**src/hdl/bta_pkg.sv**
```systemverilog
package bta_pkg;

   // byte span of up to 65536 blocks of up to 65536 bytes needs one bit past 32
   localparam int SPAN_W = 33;

   localparam logic CMD_ALLOC = 1'b0;
   localparam logic CMD_FREE  = 1'b1;

   localparam logic [1:0] STATUS_OK      = 2'd0;
   localparam logic [1:0] STATUS_NOMEM   = 2'd1;
   localparam logic [1:0] STATUS_OUTSIDE = 2'd2;

   localparam logic REG_HEAP_BASE     = 1'b0;
   localparam logic REG_BLOCKS_IN_USE = 1'b1;

   localparam int BIU_W = 11;
   localparam logic [BIU_W-1:0] BIU_RESET = 11'd1024;

   typedef struct packed {
      logic has_next;
      logic first;
      logic taken;
   } entry_type;

   typedef enum logic [2:0] {
      ST_CLEAR,
      ST_IDLE,
      ST_LOCATE,
      ST_SCAN,
      ST_MARK,
      ST_FREE,
      ST_PUSH
   } state_type;

endpackage

```
**src/hdl/bta_req_if.sv**
```systemverilog
interface bta_req_if;
   logic        valid;
   logic        ready;
   logic        cmd;
   logic [31:0] size_bytes;
   logic [31:0] address;

   modport source (output valid, output cmd, output size_bytes, output address, input ready);
   modport sink (input valid, input cmd, input size_bytes, input address, output ready);
endinterface

```
**src/hdl/bta_rsp_if.sv**
```systemverilog
interface bta_rsp_if;
   logic        valid;
   logic        ready;
   logic [31:0] result_address;
   logic [1:0]  status;

   modport source (output valid, output result_address, output status, input ready);
   modport sink (input valid, input result_address, input status, output ready);
endinterface

```
**src/hdl/block_table_heap_allocator_core.sv**
```systemverilog
// channel   dir  handshake       payload
// req_chan  in   valid / ready   cmd, size_bytes, address
// rsp_chan  out  valid / ready   result_address, status
// apb       in   psel, penable   paddr (0 heap_base, 4 blocks_in_use), pwdata, prdata
//
// one item at a time, taken in the idle state; the table memory has one read and one
// write port, so every walk goes one entry per cycle. an allocate scans entries up to
// the end of the first fitting run, then marks each block of that run; a free steps
// over entries to reach its block, then clears the entries of its run. a zero size,
// an empty heap or a free below the base goes straight from idle to the result.
// after reset a clearing pass writes all NUM_BLOCKS entries, one per cycle, before
// req_chan.ready rises; register writes are taken at any time.
// a finished result waits in the output register while the next item is accepted.
module block_table_heap_allocator_core #(
   parameter int NUM_BLOCKS  = 1024,
   parameter int BLOCK_BYTES = 4096
) (
   input  logic        clock,
   input  logic        reset,
   bta_req_if.sink     req_chan,
   bta_rsp_if.source   rsp_chan,
   input  logic        psel,
   input  logic        penable,
   input  logic        pwrite,
   input  logic [2:0]  paddr,
   input  logic [31:0] pwdata,
   output logic [31:0] prdata,
   output logic        pready
);

   localparam int IW = (NUM_BLOCKS > 1) ? $clog2(NUM_BLOCKS) : 1;
   localparam int CW = $clog2(NUM_BLOCKS + 1);
   localparam int CMP_W = (CW > bta_pkg::BIU_W) ? CW : bta_pkg::BIU_W;
   localparam logic [bta_pkg::SPAN_W-1:0] BLK_SPAN = bta_pkg::SPAN_W'(BLOCK_BYTES);

   // table storage
   bta_pkg::entry_type mem [NUM_BLOCKS];
   bta_pkg::entry_type rd_data_ff;
   logic [IW-1:0]      rd_addr;
   logic               mem_we;
   logic [IW-1:0]      mem_waddr;
   bta_pkg::entry_type mem_wdata;

   bta_pkg::state_type state_ff, state_in;
   logic [IW-1:0]      idx_ff, idx_in;
   logic [IW-1:0]      start_ff, start_in;
   logic [CW-1:0]      run_ff, run_in;
   logic [CW-1:0]      need_ff, need_in;
   logic [31:0]        target_ff, target_in;
   logic [bta_pkg::SPAN_W-1:0] span_ff, span_in;
   logic [31:0]        res_addr_ff, res_addr_in;
   logic [1:0]         res_status_ff, res_status_in;
   logic               rsp_valid_ff, rsp_valid_in;
   logic [31:0]        rsp_addr_ff, rsp_addr_in;
   logic [1:0]         rsp_status_ff, rsp_status_in;

   logic [31:0]               heap_base_ff;
   logic [bta_pkg::BIU_W-1:0] blocks_in_use_ff;

   logic [CMP_W-1:0]          biu_ext;
   logic [CW-1:0]             total;
   logic [bta_pkg::SPAN_W-1:0] target_ext;
   logic [CW-1:0]             idx_next_cnt;
   logic [IW-1:0]             run_start;
   logic                      csr_wr;

   // effective table size
   assign biu_ext = CMP_W'(blocks_in_use_ff);
   assign total = (biu_ext > CMP_W'(NUM_BLOCKS)) ? CW'(NUM_BLOCKS) : CW'(biu_ext);

   assign target_ext = bta_pkg::SPAN_W'(target_ff);
   assign idx_next_cnt = CW'(idx_ff) + CW'(1);
   assign run_start = (run_ff == '0) ? idx_ff : start_ff;

   // configuration port
   assign pready = 1'b1;
   assign csr_wr = psel & penable & pwrite;

   always_comb begin
      unique case (paddr[2])
         bta_pkg::REG_HEAP_BASE:     prdata = heap_base_ff;
         bta_pkg::REG_BLOCKS_IN_USE: prdata = 32'(blocks_in_use_ff);
         default:                    prdata = '0;
      endcase
   end

   always_ff @(posedge clock) begin
      if (reset) begin
         heap_base_ff <= '0;
         blocks_in_use_ff <= bta_pkg::BIU_RESET;
      end else if (csr_wr) begin
         unique case (paddr[2])
            bta_pkg::REG_HEAP_BASE:     heap_base_ff <= pwdata;
            bta_pkg::REG_BLOCKS_IN_USE: blocks_in_use_ff <= pwdata[bta_pkg::BIU_W-1:0];
            default: ;
         endcase
      end
   end

   // next state and datapath
   always_comb begin
      state_in = state_ff;
      idx_in = idx_ff;
      start_in = start_ff;
      run_in = run_ff;
      need_in = need_ff;
      target_in = target_ff;
      span_in = span_ff;
      res_addr_in = res_addr_ff;
      res_status_in = res_status_ff;
      rsp_valid_in = rsp_valid_ff & ~rsp_chan.ready;
      rsp_addr_in = rsp_addr_ff;
      rsp_status_in = rsp_status_ff;

      unique case (state_ff)
         bta_pkg::ST_CLEAR: begin
            idx_in = idx_ff + IW'(1);
            if (idx_ff == IW'(NUM_BLOCKS - 1)) begin
               idx_in = '0;
               state_in = bta_pkg::ST_IDLE;
            end
         end
         bta_pkg::ST_IDLE: begin
            if (req_chan.valid) begin
               res_addr_in = '0;
               idx_in = '0;
               run_in = '0;
               span_in = BLK_SPAN;
               if (req_chan.cmd == bta_pkg::CMD_FREE) begin
                  target_in = req_chan.address - heap_base_ff;
                  if (req_chan.address < heap_base_ff || total == '0) begin
                     res_status_in = bta_pkg::STATUS_OUTSIDE;
                     state_in = bta_pkg::ST_PUSH;
                  end else begin
                     state_in = bta_pkg::ST_LOCATE;
                  end
               end else begin
                  target_in = req_chan.size_bytes;
                  if (req_chan.size_bytes == '0 || total == '0) begin
                     res_status_in = bta_pkg::STATUS_NOMEM;
                     state_in = bta_pkg::ST_PUSH;
                  end else begin
                     state_in = bta_pkg::ST_SCAN;
                  end
               end
            end
         end
         bta_pkg::ST_LOCATE: begin
            // span_ff is the byte offset just past block idx_ff
            if (target_ext < span_ff) begin
               state_in = bta_pkg::ST_FREE;
            end else if (idx_next_cnt == total) begin
               res_status_in = bta_pkg::STATUS_OUTSIDE;
               state_in = bta_pkg::ST_PUSH;
            end else begin
               idx_in = idx_ff + IW'(1);
               span_in = span_ff + BLK_SPAN;
            end
         end
         bta_pkg::ST_SCAN: begin
            // rd_data_ff holds the entry at idx_ff; span_ff is the run size if it is taken in
            if (rd_data_ff.taken) begin
               run_in = '0;
               span_in = BLK_SPAN;
               if (idx_next_cnt == total) begin
                  res_status_in = bta_pkg::STATUS_NOMEM;
                  state_in = bta_pkg::ST_PUSH;
               end else begin
                  idx_in = idx_ff + IW'(1);
               end
            end else if (span_ff >= target_ext) begin
               need_in = run_ff + CW'(1);
               start_in = run_start;
               idx_in = run_start;
               run_in = '0;
               state_in = bta_pkg::ST_MARK;
            end else begin
               start_in = run_start;
               run_in = run_ff + CW'(1);
               span_in = span_ff + BLK_SPAN;
               if (idx_next_cnt == total) begin
                  res_status_in = bta_pkg::STATUS_NOMEM;
                  state_in = bta_pkg::ST_PUSH;
               end else begin
                  idx_in = idx_ff + IW'(1);
               end
            end
         end
         bta_pkg::ST_MARK: begin
            idx_in = idx_ff + IW'(1);
            run_in = run_ff + CW'(1);
            if (run_ff + CW'(1) == need_ff) begin
               res_addr_in = heap_base_ff + 32'(32'(start_ff) * 32'(BLOCK_BYTES));
               res_status_in = bta_pkg::STATUS_OK;
               state_in = bta_pkg::ST_PUSH;
            end
         end
         bta_pkg::ST_FREE: begin
            if (rd_data_ff.has_next && idx_next_cnt < total) begin
               idx_in = idx_ff + IW'(1);
            end else begin
               res_addr_in = '0;
               res_status_in = bta_pkg::STATUS_OK;
               state_in = bta_pkg::ST_PUSH;
            end
         end
         bta_pkg::ST_PUSH: begin
            if (!rsp_valid_ff || rsp_chan.ready) begin
               rsp_valid_in = 1'b1;
               rsp_addr_in = res_addr_ff;
               rsp_status_in = res_status_ff;
               state_in = bta_pkg::ST_IDLE;
            end
         end
         default: state_in = bta_pkg::ST_IDLE;
      endcase
   end

   // memory control and handshake
   always_comb begin
      req_chan.ready = 1'b0;
      mem_we = 1'b0;
      mem_waddr = idx_ff;
      mem_wdata = '0;
      rd_addr = idx_ff;

      unique case (state_ff)
         bta_pkg::ST_CLEAR: begin
            mem_we = 1'b1;
         end
         bta_pkg::ST_IDLE: begin
            req_chan.ready = 1'b1;
            rd_addr = '0;
         end
         bta_pkg::ST_SCAN: begin
            rd_addr = idx_ff + IW'(1);
         end
         bta_pkg::ST_MARK: begin
            mem_we = 1'b1;
            mem_wdata.taken = 1'b1;
            mem_wdata.first = (run_ff == '0);
            mem_wdata.has_next = (run_ff + CW'(1) < need_ff);
         end
         bta_pkg::ST_FREE: begin
            mem_we = 1'b1;
            rd_addr = idx_ff + IW'(1);
         end
         default: ;
      endcase
   end

   assign rsp_chan.valid = rsp_valid_ff;
   assign rsp_chan.result_address = rsp_addr_ff;
   assign rsp_chan.status = rsp_status_ff;

   always_ff @(posedge clock) begin
      if (mem_we) begin
         mem[mem_waddr] <= mem_wdata;
      end
      rd_data_ff <= mem[rd_addr];
   end

   always_ff @(posedge clock) begin
      if (reset) begin
         state_ff <= bta_pkg::ST_CLEAR;
         idx_ff <= '0;
         rsp_valid_ff <= 1'b0;
      end else begin
         state_ff <= state_in;
         idx_ff <= idx_in;
         rsp_valid_ff <= rsp_valid_in;
      end
   end

   always_ff @(posedge clock) begin
      start_ff <= start_in;
      run_ff <= run_in;
      need_ff <= need_in;
      target_ff <= target_in;
      span_ff <= span_in;
      res_addr_ff <= res_addr_in;
      res_status_ff <= res_status_in;
      rsp_addr_ff <= rsp_addr_in;
      rsp_status_ff <= rsp_status_in;
   end

endmodule
```
**src/flat_wrapper.sv**
```systemverilog
// flat-port wrapper written by rule: the top's interface ports become plain ports
module block_table_heap_allocator_core_flat 
#(
   parameter int NUM_BLOCKS  = 1024,
   parameter int BLOCK_BYTES = 4096
)
  (clock, reset, psel, penable, pwrite, paddr, pwdata, prdata, pready, req_chan_valid, req_chan_cmd, req_chan_size_bytes, req_chan_address, req_chan_ready, rsp_chan_valid, rsp_chan_result_address, rsp_chan_status, rsp_chan_ready);
  bta_req_if req_chan_i ();
  bta_rsp_if rsp_chan_i ();
  input  logic clock;
  input  logic reset;
  input  logic psel;
  input  logic penable;
  input  logic pwrite;
  input  logic [2:0] paddr;
  input  logic [31:0] pwdata;
  output logic [31:0] prdata;
  output logic pready;
  input wire logic [$bits(req_chan_i.valid)-1:0] req_chan_valid;
  input wire logic [$bits(req_chan_i.cmd)-1:0] req_chan_cmd;
  input wire logic [$bits(req_chan_i.size_bytes)-1:0] req_chan_size_bytes;
  input wire logic [$bits(req_chan_i.address)-1:0] req_chan_address;
  output wire logic [$bits(req_chan_i.ready)-1:0] req_chan_ready;
  output wire logic [$bits(rsp_chan_i.valid)-1:0] rsp_chan_valid;
  output wire logic [$bits(rsp_chan_i.result_address)-1:0] rsp_chan_result_address;
  output wire logic [$bits(rsp_chan_i.status)-1:0] rsp_chan_status;
  input wire logic [$bits(rsp_chan_i.ready)-1:0] rsp_chan_ready;
  assign req_chan_i.valid = req_chan_valid;
  assign req_chan_i.cmd = req_chan_cmd;
  assign req_chan_i.size_bytes = req_chan_size_bytes;
  assign req_chan_i.address = req_chan_address;
  assign req_chan_ready = req_chan_i.ready;
  assign rsp_chan_valid = rsp_chan_i.valid;
  assign rsp_chan_result_address = rsp_chan_i.result_address;
  assign rsp_chan_status = rsp_chan_i.status;
  assign rsp_chan_i.ready = rsp_chan_ready;
  block_table_heap_allocator_core #(.NUM_BLOCKS(NUM_BLOCKS), .BLOCK_BYTES(BLOCK_BYTES)) u_core (.clock(clock), .reset(reset), .req_chan(req_chan_i), .rsp_chan(rsp_chan_i), .psel(psel), .penable(penable), .pwrite(pwrite), .paddr(paddr), .pwdata(pwdata), .prdata(prdata), .pready(pready));
endmodule
```
**config.mk**
```make
export PLATFORM = sky130hd
export DESIGN_NAME = block_table_heap_allocator_core_flat
export DESIGN_NICKNAME = d
export VERILOG_FILES = /design/src/hdl/bta_pkg.sv /design/src/hdl/bta_req_if.sv /design/src/hdl/bta_rsp_if.sv /design/src/hdl/block_table_heap_allocator_core.sv /design/src/flat_wrapper.sv
export SDC_FILE = /design/constraint.sdc
export NUM_CORES = 2
export LEC_CHECK = 0
export BUFFER_PORTS_ARGS = -buffer_cell sky130_fd_sc_hd__buf_2
export CAP_MARGIN = 5
export CELL_PAD_IN_SITES_DETAIL_PLACEMENT = 0
export CELL_PAD_IN_SITES_GLOBAL_PLACEMENT = 1
export CORE_MARGIN = 10
export CORE_UTILIZATION = 50
export CTS_BUF_LIST = sky130_fd_sc_hd__clkbuf_2
export DETAILED_ROUTE_END_ITERATION = 6
export MAX_ROUTING_LAYER = met4
export PLACE_DENSITY_LB_ADDON = 0.1
export SYNTH_ARGS = -nofsm -noshare
export SYNTH_HDL_FRONTEND = slang
export SYNTH_SLANG_ARGS = --single-unit
```
**constraint.sdc**
```tcl
create_clock -name clock -period 137.7 [get_ports clock]
set_input_delay 27.54 -clock clock [delete_from_list [all_inputs] [get_ports clock]]
set_output_delay 27.54 -clock clock [all_outputs]
set_load 0.02 [all_outputs]
```
==> results_dict.tcl <==
set metrics [dict create \
    fp.dieW_um 465 \
    cts_resized 0 \
    die_h_um 465 \
    postLayoutCellArea_sq_um 107000 \
    gr-total-overflow 0 \
    skew_ns 0.170 \
    post_cts.repair.setup_buffers 0 \
    hold_buffers 0 \
    io_pins 176 \
    intPower_mw 1.14 \
    top_usage_layer "met2" \
    cpPeakStageDelay_ns 0.38 \
    via_count 73400 \
    path_class "input pin to output port" \
    finalHoldViolations 0 \
    place.gp.congestion 0.913 \
    antenna_found_initial 25 \
    wirelength_mm 355 \
    use_met2 0.487 \
    setup_viol 0 \
    maxSlewViolCount 2 \
    syn_nets 8488 \
    violations "max-capacitance violations, max-slew violations" \
    clock_latency_ns 2.07 \
    firstDrtPassIters 6 \
    drive_above_1_share 0.159 \
    clkSinkCount 2260 \
    cp.arrival_ns 28.53 \
    first_global_vias 71300 \
    nets 8854 \
    synth_edf_count 2201 \
    synth.distinct_cells 98 \
    whs_ns 0.418 \
    cts_inserted_buffers 606 \
    synth_simple_gate_area_frac 0.151 \
    coreArea_sq_um 197000 \
    share_comb_of_total_power 0.339 \
    critPathMaxFanout 45 \
    tightest_slew_ns 1.53 \
    syn-cell-area_sq_um 98900 \
    h-tree-depth 6 \
    vdd_drop_max_uv 20.7 \
    avgRoutedWirePerCell_um 30.3 \
    tns_ns 0 \
    yosys.area_share.xor_xnor 0.00638 \
    clkPwrFrac 0.244 \
    root_buffer "clkbuf_2" \
    start_util 0.502 \
    power.leakage_nw 36.4 \
    regArea_sq_um 67300 \
    place_area_sq_um 102000 \
    path_cells "buf_2 > buf_4 > mux2_2 > buf_2" \
    ys_ff_latch 2260 \
    ant_nets 0 \
    drc 0 \
    use_met3 0.0811 \
    cts_tree "yes" \
    outcome "complete, but fails checks" \
    die-area_sq_um 216000 \
    synth_top_family_by_area "simple AND/OR/NAND/NOR gates" \
    synth_fa_ha_area_frac 0.0124 \
    use_met1 0.426 \
    grt_max_degree 220 \
    synth_seq_area_share 0.680 \
    grt_usage 0.328 \
    max_slew_margin -0.0295 \
    hpwl_mm 201 \
    cp-end-kind "output port" \
    synth_warnings 0 \
    powerDensity_nw_per_um2 17.9 \
    viasPerCell 6.26 \
    synth_compound_area_frac 0.0866 \
    cp_slowest_cell "mux2_2" \
    nFillCells 17700 \
    crit_required_ns 110.16 \
    crit_path_start_kind "input pin" \
    period_needed_ns 56.07 \
    clkTransAtPathRegs_ns 0.11 \
    async_reset_ff_frac 0 \
    rsz0062_at_grt "no" \
    grt_pass1_wl_mm 504 \
    first_iter_violations 10500 \
    syn_to_final_growth_pct 8.62 \
    synth_mux_area_frac 0.0297 \
    maxCapViolCount 1 \
    hp-class "register to register" \
    synth_top_flop_cell "edfxtp_1" \
    p_sw_frac 0.405 \
    rows 163 \
    syn_inst 8288 \
    portBuffers 172 \
    cts_buffer_depth 4 \
    period_share 0.407 \
    p_sw_uw 778 \
    avgSynthCellArea_sq_um 11.9 \
    worst_path_most_repeated_cell "buf_2" \
    multi_input_area_sq_um 28500 \
    p_seq_frac 0.417 \
    final_core_util 0.545 \
    max_clock_freq_ghz 0.0178 \
]
-- cell type report --
class	instances	share of cell area
timing repair buffer	393	0.0250
sequential	2260	0.626
multi-input combinational	5288	0.265
antenna	30	0.000699
clock inverter	139	0.00747
tap	2640	0.0308
inverter	105	0.00374
clock buffer	872	0.0406
-- state kept, by name (all words and copies together), names as in the netlist --
name                            count
u_core.rd_data_ff                   2
u_core.rsp_chan.valid               1
u_core.heap_base_ff                32
u_core.span_ff                     21
u_core.res_addr_ff                 32
u_core.need_ff                     11
u_core.run_ff                      11
u_core.res_status_ff                2
u_core.mem                       2048
u_core.idx_ff                      10
u_core.state_ff                     3
u_core.rsp_chan.status              2
u_core.start_ff                    10
u_core.target_ff                   32
u_core.rsp_chan.result_address     32
u_core.biu_ext                     11
-- stage by stage --
step	setup WS [ns]	power, mW	std cells
2_1_floorplan	31.63	1.26	8288
3_3_place_gp	81.64	1.45	10700
3_5_place_dp	81.64	1.45	10700
6_report	81.63	1.92	11700
5_1_grt	81.55	1.99	11700
4_1_cts	81.64	1.91	11700
-- metal layers --
metal / wire, um / share of wire
met1: 137000 / 0.39
met2: 161000 / 0.45
met3: 40100 / 0.11
met4: 16700 / 0.047
met5: 0 / 0
-- cell usage in the layout (no fill, tap or decap), types with 91 or more instances in the layout --
| cell | count |
|---|---|
| buf_4 | 208 |
| a221oi_1 | 107 |
| inv_1 | 102 |
| ha_1 | 91 |
| nor2_1 | 1218 |
| clkinv_1 | 104 |
| buf_2 | 172 |
| a31oi_1 | 106 |
| o21ai_0 | 166 |
| a21oi_1 | 373 |
| mux2i_1 | 225 |
| nand2_1 | 1500 |
| nand3_1 | 388 |
| clkbuf_2 | 872 |
| and3_1 | 129 |
| edfxtp_1 | 2201 |
-- cells in the mapped netlist, types with 41 or more instances --
cell type	n	share of area
buf_1	42	0.0016
o22ai_1	80	0.0051
a221oi_1	107	0.0095
ha_1	91	0.012
and3_1	130	0.0082
dfxtp_1	59	0.012
nor4_1	41	0.0026
buf_4	64	0.0049
mux2i_1	225	0.023
a311oi_1	80	0.0071
clkbuf_1	300	0.011
nor3_1	71	0.0036
buf_2	221	0.011
xnor2_1	44	0.0039
nor2_1	1227	0.047
nand2_1	1535	0.058
a31oi_1	106	0.0067
inv_1	103	0.0039
nand3_1	389	0.020
edfxtp_1	2201	0.67
a21oi_1	376	0.019
a211oi_1	60	0.0046
nand4_1	61	0.0039
o21ai_0	166	0.0084
-- power groups by stage --
stage | logic, mW | clock network, mW | registers (mW)
detailed placement | 0.635 | 0 | 0.816
floorplan | 0.374 | 0 | 0.886
finish | 0.651 | 0.467 | 0.800
global placement | 0.632 | 0 | 0.815
global route | 0.676 | 0.512 | 0.801
CTS | 0.637 | 0.474 | 0.800
-- final timing paths --
kind | startpoint | end | slack, ns | depth (start not counted)
max | paddr[2] | prdata[0] | 81.63 | 4
min | u_core.res_addr_ff[2]$_SDFFCE_PN0P_ | u_core.rsp_chan.result_address[2]$_DFFE_PP_ | 0.42 | 0
max reg2reg | u_core.idx_ff[0]$_SDFFE_PP0P_ | u_core.rd_data_ff[2]$_DFF_P_ | 129.73 | 15
min reg2reg | u_core.res_addr_ff[2]$_SDFFCE_PN0P_ | u_core.rsp_chan.result_address[2]$_DFFE_PP_ | 0.42 | 0
-- critical path, delay by kind of cell --
family / cells / cell delay [ns]
buffers and inverters: 3 / 0.58
multiplexers: 1 / 0.38
-- cells by family after synthesis --
logic type | after synthesis
other | 1
buffers and inverters | 740
and+or+nand+nor | 3561
DFF | 2260
AOI/OAI and AO/OA | 1282
adders and majority gates | 98
muxes | 274
xor gates and xnor gates | 72
No activity file was read; power rests on OpenSTA's default activity.
